[src/rtl/dce_pkg.sv]
`default_nettype none

package dce_pkg;

   // sequence numbers, byte counters and windows
   localparam int unsigned SEQ_W = 32;

   // configuration register index
   localparam int unsigned CSR_IDX_W = 2;
   localparam logic [CSR_IDX_W-1:0] CSR_GAIN          = 2'd0;
   localparam logic [CSR_IDX_W-1:0] CSR_INITIAL_ALPHA = 2'd1;

   // request kinds
   localparam logic ACTION_ACK    = 1'b0;
   localparam logic ACTION_REDUCE = 1'b1;

endpackage : dce_pkg

`default_nettype wire

[src/rtl/dctcp_congestion_estimator_top.sv]
// an ack that leaves the window open goes from S_EXEC straight to S_DONE; an ack that closes it runs
//    S_DIV, S_MUL and S_FIN in that order first, and a reduce request runs S_MUL only before S_DONE
// one request at a time: the next one is taken as soon as the current result sits in the output register
// synchronous reset: alpha = 1.0, gain = 0.0625, counters and window_end cleared, no clearing pass
`default_nettype none

module dctcp_congestion_estimator_top #(
   parameter int unsigned ALPHA_FRAC_BITS = 16
) (
   input  wire                                  clock,
   input  wire                                  reset,
   // configuration writes
   input  wire                                  csr_valid,
   output logic                                 csr_ready,
   input  wire  [dce_pkg::CSR_IDX_W-1:0]        csr_index,
   input  wire  [ALPHA_FRAC_BITS:0]             csr_wdata,
   // request channel
   input  wire                                  req_valid,
   output logic                                 req_ready,
   input  wire                                  req_action,
   input  wire  [dce_pkg::SEQ_W-1:0]            req_ack_seq,
   input  wire  [dce_pkg::SEQ_W-1:0]            req_snd_una,
   input  wire  [dce_pkg::SEQ_W-1:0]            req_snd_nxt,
   input  wire                                  req_ece_flag,
   input  wire  [dce_pkg::SEQ_W-1:0]            req_cwnd_in,
   // result channel
   output logic                                 rsp_valid,
   input  wire                                  rsp_ready,
   output logic [ALPHA_FRAC_BITS:0]             rsp_alpha_now,
   output logic                                 rsp_window_closed,
   output logic [dce_pkg::SEQ_W-1:0]            rsp_cwnd_out,
   output logic [dce_pkg::SEQ_W-1:0]            rsp_acked_total
);

   import dce_pkg::*;

   // fraction format: AW bits hold 0 .. ONE inclusive
   localparam int unsigned AW    = ALPHA_FRAC_BITS + 1;
   localparam int unsigned CNT_W = $clog2(AW);
   localparam int unsigned ACC_W = SEQ_W + AW;   // cwnd times alpha
   localparam int unsigned PM_W  = 2 * AW;       // gain times fraction
   localparam logic [AW-1:0] ONE       = AW'(1) << ALPHA_FRAC_BITS;
   localparam logic [AW-1:0] GAIN_RST  = ONE >> 4;   // 0.0625
   localparam logic [CNT_W-1:0] LAST_STEP = CNT_W'(AW - 1);

   typedef enum logic [2:0] {
      S_IDLE,     // waiting for a request
      S_EXEC,     // counter update, window check, serial units loaded
      S_DIV,      // marked/acked, one quotient bit a cycle
      S_MUL,      // shift-add multiply, one multiplier bit a cycle
      S_FIN,      // alpha ewma update
      S_DONE      // result into the output register
   } state_type;

   state_type state_ff;

   // configuration and estimator state
   logic [AW-1:0]    gain_ff;
   logic [AW-1:0]    alpha_ff;
   logic [SEQ_W-1:0] acked_cnt_ff;
   logic [SEQ_W-1:0] marked_cnt_ff;
   logic [SEQ_W-1:0] window_end_ff;

   // held request
   logic             act_ff;
   logic [SEQ_W-1:0] ack_seq_ff;
   logic [SEQ_W-1:0] snd_una_ff;
   logic [SEQ_W-1:0] snd_nxt_ff;
   logic             ece_ff;
   logic [SEQ_W-1:0] cwnd_ff;
   logic             closed_ff;

   // serial divider: remainder and divisor, quotient bits shifted in at the lsb, msb first
   logic [SEQ_W:0]   rem_ff;
   logic [SEQ_W-1:0] div_ff;
   logic [AW-1:0]    quo_ff;
   logic             div_zero_ff;

   // serial multiplier: multiplier bits shifted out msb first, two accumulators share them
   logic [AW-1:0]    mplr_ff;
   logic [SEQ_W-1:0] mcand_a_ff;
   logic [AW-1:0]    mcand_m_ff;
   logic [ACC_W-1:0] acc_a_ff;
   logic [PM_W-1:0]  acc_m_ff;
   logic [CNT_W-1:0] step_ff;

   // output register
   logic             rsp_valid_ff;
   logic [AW-1:0]    rsp_alpha_ff;
   logic             rsp_closed_ff;
   logic [SEQ_W-1:0] rsp_cwnd_ff;
   logic [SEQ_W-1:0] rsp_acked_ff;

   // combinational helpers
   logic [SEQ_W-1:0] bytes;
   logic [SEQ_W-1:0] seq_gap;
   logic             window_pass;
   logic [SEQ_W:0]   acked_sum;
   logic [SEQ_W:0]   marked_sum;
   logic [SEQ_W-1:0] acked_sat;
   logic [SEQ_W-1:0] marked_sat;
   logic [SEQ_W+1:0] div_diff;
   logic             quo_bit;
   logic [SEQ_W:0]   rem_kept;
   logic [SEQ_W:0]   rem_in;
   logic [AW-1:0]    quo_in;
   logic [ACC_W-1:0] acc_a_in;
   logic [PM_W-1:0]  acc_m_in;
   logic [AW-1:0]    gain_eff;
   logic [AW:0]      alpha_sum;
   logic [AW-1:0]    alpha_in;
   logic [AW-1:0]    csr_alpha;
   logic [SEQ_W-1:0] cwnd_out_in;
   logic             rsp_load;

   always_comb begin
      // newly acknowledged bytes and serial distance past the window end
      bytes       = ack_seq_ff - snd_una_ff;
      seq_gap     = ack_seq_ff - window_end_ff;
      window_pass = (seq_gap != '0) && !seq_gap[SEQ_W-1];

      // saturating counters
      acked_sum  = {1'b0, acked_cnt_ff} + {1'b0, bytes};
      marked_sum = {1'b0, marked_cnt_ff} + {1'b0, (ece_ff ? bytes : '0)};
      acked_sat  = acked_sum[SEQ_W] ? '1 : acked_sum[SEQ_W-1:0];
      marked_sat = marked_sum[SEQ_W] ? '1 : marked_sum[SEQ_W-1:0];

      // restoring divide step
      div_diff = {1'b0, rem_ff} - {2'b00, div_ff};
      quo_bit  = !div_diff[SEQ_W+1];
      rem_kept = quo_bit ? div_diff[SEQ_W:0] : rem_ff;
      rem_in   = {rem_kept[SEQ_W-1:0], 1'b0};
      quo_in   = {quo_ff[AW-2:0], quo_bit};

      // shift-add multiply step
      acc_a_in = {acc_a_ff[ACC_W-2:0], 1'b0}
               + (mplr_ff[AW-1] ? {{AW{1'b0}}, mcand_a_ff} : '0);
      acc_m_in = {acc_m_ff[PM_W-2:0], 1'b0}
               + (mplr_ff[AW-1] ? {{AW{1'b0}}, mcand_m_ff} : '0);

      // alpha - g*alpha + g*M, never below zero since g is at most one
      gain_eff  = (gain_ff > ONE) ? ONE : gain_ff;
      alpha_sum = {1'b0, alpha_ff} - {1'b0, acc_a_ff[ALPHA_FRAC_BITS +: AW]}
                + {1'b0, acc_m_ff[ALPHA_FRAC_BITS +: AW]};
      alpha_in  = (alpha_sum > {1'b0, ONE}) ? ONE : alpha_sum[AW-1:0];

      csr_alpha = (csr_wdata > ONE) ? ONE : csr_wdata;

      // cwnd * (1 - alpha/2)
      cwnd_out_in = (act_ff == ACTION_REDUCE)
                  ? cwnd_ff - acc_a_ff[ALPHA_FRAC_BITS+1 +: SEQ_W] : '0;

      // result moves into the output register once it is free
      rsp_load = (state_ff == S_DONE) && (!rsp_valid_ff || rsp_ready);
   end

   always_ff @(posedge clock) begin
      if (reset) begin
         state_ff      <= S_IDLE;
         gain_ff       <= GAIN_RST;
         alpha_ff      <= ONE;
         acked_cnt_ff  <= '0;
         marked_cnt_ff <= '0;
         window_end_ff <= '0;
         rsp_valid_ff  <= 1'b0;
      end else begin
         // output register: filled from S_DONE, emptied on acceptance
         if (rsp_load) begin
            rsp_valid_ff <= 1'b1;
         end else if (rsp_ready) begin
            rsp_valid_ff <= 1'b0;
         end

         unique case (state_ff)
            S_IDLE: begin
               if (req_valid) begin
                  act_ff     <= req_action;
                  ack_seq_ff <= req_ack_seq;
                  snd_una_ff <= req_snd_una;
                  snd_nxt_ff <= req_snd_nxt;
                  ece_ff     <= req_ece_flag;
                  cwnd_ff    <= req_cwnd_in;
                  state_ff   <= S_EXEC;
               end
            end

            S_EXEC: begin
               step_ff  <= '0;
               acc_a_ff <= '0;
               acc_m_ff <= '0;
               quo_ff   <= '0;
               if (act_ff == ACTION_REDUCE) begin
                  closed_ff  <= 1'b0;
                  mplr_ff    <= alpha_ff;
                  mcand_a_ff <= cwnd_ff;
                  mcand_m_ff <= '0;
                  state_ff   <= S_MUL;
               end else if (window_pass) begin
                  // window closes: divide the updated counts, then clear them
                  closed_ff     <= 1'b1;
                  window_end_ff <= snd_nxt_ff;
                  acked_cnt_ff  <= '0;
                  marked_cnt_ff <= '0;
                  rem_ff        <= {1'b0, marked_sat};
                  div_ff        <= acked_sat;
                  div_zero_ff   <= (acked_sat == '0);
                  state_ff      <= S_DIV;
               end else begin
                  closed_ff     <= 1'b0;
                  acked_cnt_ff  <= acked_sat;
                  marked_cnt_ff <= marked_sat;
                  state_ff      <= S_DONE;
               end
            end

            S_DIV: begin
               rem_ff <= rem_in;
               quo_ff <= quo_in;
               if (step_ff == LAST_STEP) begin
                  // marked never exceeds acked, so the quotient is at most one
                  step_ff    <= '0;
                  mplr_ff    <= gain_eff;
                  mcand_a_ff <= {{(SEQ_W-AW){1'b0}}, alpha_ff};
                  mcand_m_ff <= div_zero_ff ? '0 : quo_in;
                  state_ff   <= S_MUL;
               end else begin
                  step_ff <= step_ff + CNT_W'(1);
               end
            end

            S_MUL: begin
               acc_a_ff <= acc_a_in;
               acc_m_ff <= acc_m_in;
               mplr_ff  <= {mplr_ff[AW-2:0], 1'b0};
               step_ff  <= step_ff + CNT_W'(1);
               if (step_ff == LAST_STEP) begin
                  state_ff <= (act_ff == ACTION_REDUCE) ? S_DONE : S_FIN;
               end
            end

            S_FIN: begin
               alpha_ff <= alpha_in;
               state_ff <= S_DONE;
            end

            S_DONE: begin
               // wait for the output register to free up
               if (rsp_load) begin
                  rsp_alpha_ff  <= alpha_ff;
                  rsp_closed_ff <= closed_ff;
                  rsp_cwnd_ff   <= cwnd_out_in;
                  rsp_acked_ff  <= acked_cnt_ff;
                  state_ff      <= S_IDLE;
               end
            end

            default: begin
               state_ff <= S_IDLE;
            end
         endcase

         // configuration: the user must write it only while no request is in flight; the block does not enforce this
         if (csr_valid) begin
            unique case (csr_index)
               CSR_GAIN: begin
                  gain_ff <= csr_wdata;
               end
               CSR_INITIAL_ALPHA: begin
                  alpha_ff <= csr_alpha;
               end
               default: begin
                  // unknown index, write dropped
               end
            endcase
         end
      end
   end

   assign csr_ready = 1'b1;
   assign req_ready = (state_ff == S_IDLE);

   assign rsp_valid         = rsp_valid_ff;
   assign rsp_alpha_now     = rsp_alpha_ff;
   assign rsp_window_closed = rsp_closed_ff;
   assign rsp_cwnd_out      = rsp_cwnd_ff;
   assign rsp_acked_total   = rsp_acked_ff;

   // alpha stays within the fraction range whatever is written
   a_alpha_range : assert property (@(posedge clock) disable iff (reset)
      alpha_ff <= ONE)
      else $error("alpha above one");

   // one request in flight: req_ready is low in the cycle after a request is accepted
   a_single_flight : assert property (@(posedge clock) disable iff (reset)
      (req_valid && req_ready) |=> !req_ready)
      else $error("second request taken while busy");

   // closing a window clears the byte counter reported with it
   a_close_clears : assert property (@(posedge clock) disable iff (reset)
      (rsp_valid && rsp_window_closed) |-> (rsp_acked_total == '0))
      else $error("window closed with nonzero count");

   // a reduce request never closes a window
   a_reduce_open : assert property (@(posedge clock) disable iff (reset)
      (rsp_valid && rsp_cwnd_out != '0) |-> !rsp_window_closed)
      else $error("reduce result marks a window close");

endmodule : dctcp_congestion_estimator_top

`default_nettype wire

[config.mk]
export PLATFORM = sky130hd
export DESIGN_NAME = dctcp_congestion_estimator_top
export DESIGN_NICKNAME = d
export VERILOG_FILES = /design/src/rtl/dce_pkg.sv /design/src/rtl/dctcp_congestion_estimator_top.sv
export SDC_FILE = /design/constraint.sdc
export NUM_CORES = 1
export LEC_CHECK = 0
export BUFFER_PORTS_ARGS = -buffer_cell sky130_fd_sc_hd__buf_2
export CELL_PAD_IN_SITES_DETAIL_PLACEMENT = 0
export CELL_PAD_IN_SITES_GLOBAL_PLACEMENT = 1
export CORE_MARGIN = 2
export CORE_UTILIZATION = 50
export DETAILED_ROUTE_END_ITERATION = 6
export GPL_ROUTABILITY_DRIVEN = 0
export PLACE_DENSITY_LB_ADDON = 0.1
export SLEW_MARGIN = 20
export SYNTH_ARGS = -nofsm -noshare
export SYNTH_HDL_FRONTEND = slang
export SYNTH_SLANG_ARGS = --single-unit
[constraint.sdc]
create_clock -name clock -period 26.4 [get_ports clock]
set_input_delay 1.32 -clock clock [delete_from_list [all_inputs] [get_ports clock]]
set_output_delay 1.32 -clock clock [all_outputs]
set_load 0.005 [all_outputs]
### Yosys cells after proc, flatten, opt, wreduce, memory -nomap -nowiden

Index checks and enable logic that the tools add are counted.

* bits in writable memories: 0
* logic and storage cells: 129
* output and inout port bits: 85
* memories: 0
* bits of input ports: 154
* ROM bits: 0
* flip-flop bits (word level): 582
* bits in latches: 0

* multiplexer cells: 43
* bitwise gates (word level): 2
* multipliers: 0
* shift-type cells: 0
* $lt $le $gt $ge: 3
* divide/modulo/power cells: 0
* reduce and logical (&&, ||, !) cells: 28
* equal/unequal tests: 14
* add/sub/neg operators: 11

Operator list (count)
* $mux W32: 9
* $mux W17: 12
* $pmux W33 S2: 2
* $pmux W49 S2: 1
* $sub A32 B32 Y32: 3
* $add A32 B32 Y33: 2
* $mux W33: 2
* $pmux W32 S2: 1
* $pmux W17 S3: 1
* $add A49 B32 Y49: 1
* $gt A17 B17 Y1 const B: 2
* $pmux W17 S2: 1
* $sub A33 B32 Y34: 1
* $add A33 B17 Y33: 1
* $logic_not A32 Y1: 1
* $pmux W16 S2: 1
* $reduce_bool A32 Y1: 1
* $reduce_and A4 Y1: 5
* $add A18 B17 Y18: 1
* $gt A18 B17 Y1 const B: 1
* $mux W3: 6
* $pmux W3 S6: 1
* $sub A17 B17 Y18: 1
* $pmux W5 S3: 1
* other kinds (19): 43

### Logic depth before layout (Yosys ltp)

* depth in word-level cells: 7
* gate-level depth with buffers: 25
* mapped depth without buffers: 24

### Worst setup path after synthesis

Ideal clock, no wire load.

* kind: reg2reg
* from: register ack_seq_ff[8]
* to: register div_ff[0] (enable)
* cell stages (with the launch flop): 13
* buffers on the path: 1
* required time: 25.798 ns
* period minus slack after synthesis: 8.547 ns
* arrival time: 7.945 ns
* setup slack: 17.853 ns
* library setup time: 0.602 ns
* cell sequence: edfxtp_1 > ha_1 > a21o_1 > a31o_2 > or3_1 > o211a_1 > nor3_1 > mux2i_1 > nor2_1 > and4_1 > buf_2 > and2_1 > a2111oi_0

* word-level cells in the longest chain between the ends: 4
* elaborated cells between the ends (all ways): 5
* classes of those cells: add/sub (1); reduce/logical (4)

Ends and longest elaborated chain
* from (decl): line dctcp_congestion_estimator_top.sv:66 `logic [SEQ_W-1:0] ack_seq_ff;`
* from (signal assigned): line dctcp_congestion_estimator_top.sv:178 `ack_seq_ff <= req_ack_seq;`
* $sub A32 B32 Y32 (*): line dctcp_congestion_estimator_top.sv:119 `seq_gap = ack_seq_ff - window_end_ff;`
* $reduce_bool A32 Y1 / $logic_not A1 Y1 (equally long branches): line dctcp_congestion_estimator_top.sv:120 `window_pass = (seq_gap != '0) && !seq_gap[SEQ_W-1];`
* $logic_and A1 B1 Y1 (*): line dctcp_congestion_estimator_top.sv:120
* $reduce_and A4 Y1 (no line) (*)
* to (signal assigned): line dctcp_congestion_estimator_top.sv:205 `div_ff <= acked_sat;`
* to (decl): line dctcp_congestion_estimator_top.sv:75 `logic [SEQ_W-1:0] div_ff;`

Every way passes the cells marked *; elsewhere a longest branch is shown, timed or not.
A chain may end at the register's enable or synchronous reset.

### Worst setup path after layout

* from: register ack_seq_ff[6]
* to: register rem_ff[29] (data pin)

* word-level cells in the longest chain between the ends: 7

Ends and longest elaborated chain
* $sub A32 B32 Y32: line dctcp_congestion_estimator_top.sv:118 `bytes = ack_seq_ff - snd_una_ff;`
* $mux W32: line dctcp_congestion_estimator_top.sv:124 `marked_sum = {1'b0, marked_cnt_ff} + {1'b0, (ece_ff ? bytes : '0)};`
* $add A32 B32 Y33: line dctcp_congestion_estimator_top.sv:124
* $mux W32: line dctcp_congestion_estimator_top.sv:126 `marked_sat = marked_sum[SEQ_W] ? '1 : marked_sum[SEQ_W-1:0];`
* $mux W33: line dctcp_congestion_estimator_top.sv:198 `end else if (window_pass) begin`
* $mux W33: line dctcp_congestion_estimator_top.sv:192 `if (act_ff == ACTION_REDUCE) begin`
* $pmux W33 S2: line dctcp_congestion_estimator_top.sv:174 `unique case (state_ff)`
* to (signal assigned): line dctcp_congestion_estimator_top.sv:204 `rem_ff <= {1'b0, marked_sat};`
* to (signal assigned): line dctcp_congestion_estimator_top.sv:217 `rem_ff <= rem_in;`
* to (decl): line dctcp_congestion_estimator_top.sv:74 `logic [SEQ_W:0] rem_ff;`

No other way between the ends. The select of a mux whose other input is x is not followed.

==> impl_metrics.toml <==
[outcome]
status = "finished, final reports clean"

[clock_network]
ctsHtreeMaxLevel = 3
cts_buffers = 67
cts_tree = "built"
root_buffer = "clkbuf_16"
clock_latency_ns = 0.60
cts_buffer_depth = 3
cts_hold_buffers = 0
post_cts_buffers = 0
cts.clk_slew.worst_paths_ns = 0.06
cts.sinks = 582
post_cts_resized = 0

[worst_setup_path]
timing.rr.end = "rem_ff[29]"
critPathMostFrequentCell = "a21oi_1"
r2r_slack_ns = 20.15
reg2reg_depth = 22
crit_family = "compound AO/OA/AOI/OAI gates"
r2r-start = "ack_seq_ff[6]"
path_class = "register to register"
path_max_fanout = 34
cpMaxStageDelayCell = "a221oi_1"
max_stage_delay_ns = 0.69
cp-end-kind = "register"
crit_buf_inv = 1
crit_chain = "ha_1 -> a21o_1 -> a21oi_1 -> nor2b_1 -> a211oi_1 -> a21boi_0 -> o21a_1 -> o21a_1 -> o21ai_0 -> a21boi_0 -> nor3_1 -> ha_1 -> a21oi_1 -> o21ai_0 -> a221o_1 -> a221oi_1 -> o211ai_1 -> a41o_1 -> buf_4 -> a41oi_1 -> a22o_1 -> a21oi_1"
arrival_ns = 6.58
crit_required_ns = 26.73
critPathLaunchType = "register"

[synthesis]
synth_edf_count = 448
synthCells = 3676
synthArstFlopShare_pct = 0
netlist.area_leader.share_pct = 37.3
synth_most_common_cell = "edfxtp_1"
synthDistinctLibCells = 85
ys.flop_type = "edfxtp_1"
ys_seq_area_share_pct = 44.8
synth_top_area_cell = "edfxtp_1"
synthesis.nets = 4111
ys_warn_count = 0
synth_seq_cells = 582
synth.avg_cell_area_um2 = 9.81
synthTopCellsByArea = "edfxtp_1, ha_1, dfxtp_1"
synth_commonest_cells = "edfxtp_1, inv_1, nor2_1"
syn_area_um2 = 36100

[timing]
final_hold_viol_count = 0
relSlewSlack_pct = 28.6
finalSetupViolations = 0
tns_ns = 0
maxClockFrequency_mhz = 160
worst-slew-pin-transition_ns = 1.07
rsz0062_at_grt = "no"
period_needed_ns = 6.25
finClkSkew_ns = 0.0245
holdWs_ns = 0.423
setup_slack_ns = 20.15
finalCritPeriodShare_pct = 23.7
maxSlewViolCount = 0

[hold_path]
worstHoldStart = "closed_ff"
worstHoldPathCells = 0
hp-class = "register to register"
holdPathEnd = "rsp_window_closed"

[routing]
wirelength_um = 101000
first_pass_iters = 6
met3_length_um = 5090
via_count = 29100
wire_per_inst_um = 20.7
wl_met2_um = 48500
vias_per_cell = 5.94
drt_iter0_drc = 2500
top_layer_used = "met4"
drc = 0
postRouteAntennaNets = 0
wl_met1_um = 42800

[grt]
overflow = 0
grt_pass1_wl_um = 157000
grt_max_degree = 94
grt_pass1_vias = 28500
antenna_found_initial = 3
grt_usage_pct = 26.8

[placement]
post-place-ws_ns = 20.27
hpwl_um = 75400
portBuffers = 237

[power_and_ir_drop]
power_density_nw_per_um2 = 70.2
leakagePower_nw = 16.7
ir_drop_mv = 0.0569

[die]
dieArea_um2 = 74300
coreArea_um2 = 71500
ios = 239
num_rows = 98
fp.dieH_um = 273
die_w_um = 273
start_util_pct = 50.4

[cells_and_area]
fill_cells = 6328
top_register = "acc_a_ff"
drive_gt1_share_pct = 10.4
reg_top3 = "acc_a_ff: 49 flops, acc_m_ff: 33 flops, rem_ff: 33 flops"
nets = 4324
n_antenna_cell = 0
largest_register_ff_count = 49
syn2layout_area_growth_pct = 11.9

[job]
max_cap_viol_count = 0
==> per-stage QoR <==
step                      instance area (um^2)  util (%)  std cells  total power, mW
after floorplan                          36100         -       3676             1.73
after global placement                   38200      53.5       4770             1.93
after detailed placement                 38300      53.5       4770             1.95
after CTS                                40300      56.4       4888             2.84
after global routing                     40300      56.4       4888             2.97
final                                    40300      56.4       4888             2.83
==> cells by family (layout without fill, tap and decap cells) <==
kind of cell             count (synthesis)  in the layout  share of synthesized area [%]
XOR/XNOR                               176            176                           4.28
flip-flops                             582            582                           44.8
adder cells (fa/ha/maj)                281            281                           10.3
buffers and inverters                  409            671                           4.33
AND/OR/NAND/NOR                       1206           1206                           17.1
AO/OA/AOI/OAI                          972            972                           17.9
other                                    1              1                         0.0104
multiplexers                            49             49                           1.37
==> metal layers <==
metal / vias up / GRT usage, %
met5: - / 0
met4: 0 / 12.3
met3: 239 / 2.67
met2: 943 / 45.7
met1: 14000 / 34.6
li1: 13900 / -
==> worst max path at each step <==
| stage | to | depth (start not counted) | slack, ns | from |
|---|---|---|---|---|
| 2_1_floorplan | div_ff[0] | 12 | 17.85 | ack_seq_ff[8] |
| 4_1_cts | rem_ff[29] | 22 | 20.23 | ack_seq_ff[6] |
| 3_5_place_dp | rem_ff[29] | 22 | 20.27 | ack_seq_ff[6] |
| 5_1_grt | rem_ff[21] | 22 | 19.77 | ack_seq_ff[1] |
| 3_3_place_gp | rem_ff[29] | 23 | 20.40 | snd_una_ff[1] |
| 6_report | rem_ff[29] | 22 | 20.15 | ack_seq_ff[6] |
==> layout by cell type, fill, tap and decap left out, types with 22 or more instances in the layout <==
| master | synthesis | routed |
|---|---|---|
| a211oi_1 | 40 | 39 |
| a21o_1 | 109 | 109 |
| a21oi_1 | 255 | 253 |
| a22o_1 | 37 | 37 |
| a31oi_1 | 30 | 30 |
| and2_1 | 136 | 136 |
| and3_1 | 37 | 37 |
| buf_2 | 9 | 237 |
| buf_4 | 4 | 23 |
| clkbuf_16 | 0 | 68 |
| dfxtp_1 | 134 | 134 |
| edfxtp_1 | 448 | 448 |
| fa_1 | 25 | 25 |
| ha_1 | 256 | 256 |
| inv_1 | 292 | 292 |
| mux2i_1 | 46 | 46 |
| nand2_1 | 263 | 262 |
| nand2b_1 | 116 | 116 |
| nand3_1 | 65 | 65 |
| nand4_1 | 27 | 27 |
| nor2_1 | 272 | 268 |
| nor2b_1 | 39 | 39 |
| nor3_1 | 97 | 97 |
| nor4_1 | 28 | 27 |
| o211ai_1 | 28 | 28 |
| o21a_1 | 48 | 48 |
| o21ai_0 | 184 | 184 |
| o21bai_1 | 25 | 25 |
| o31ai_1 | 30 | 30 |
| or2_2 | 22 | 22 |
| or3_1 | 29 | 29 |
| xnor2_1 | 104 | 104 |
| xor2_1 | 72 | 72 |
==> final cells by class <==
class                   instances  area, um^2  share of cell area, %
well taps                     950        1190                   2.95
clock buffers                  96        1880                   4.65
multi-input cells            2685       18500                   45.8
flip-flops and latches        582       16100                   40.0
repair buffers                260        1360                   3.37
inverters                     293        1100                   2.73
clock inverters                22         178                  0.441
==> power breakdown <==
group,internal (mW),total (mW),switching [mW]
clock,0.514,0.888,0.374
combinational,0.306,0.804,0.497
sequential,1.09,1.14,0.0500
(Power assumes the default switching activity.)
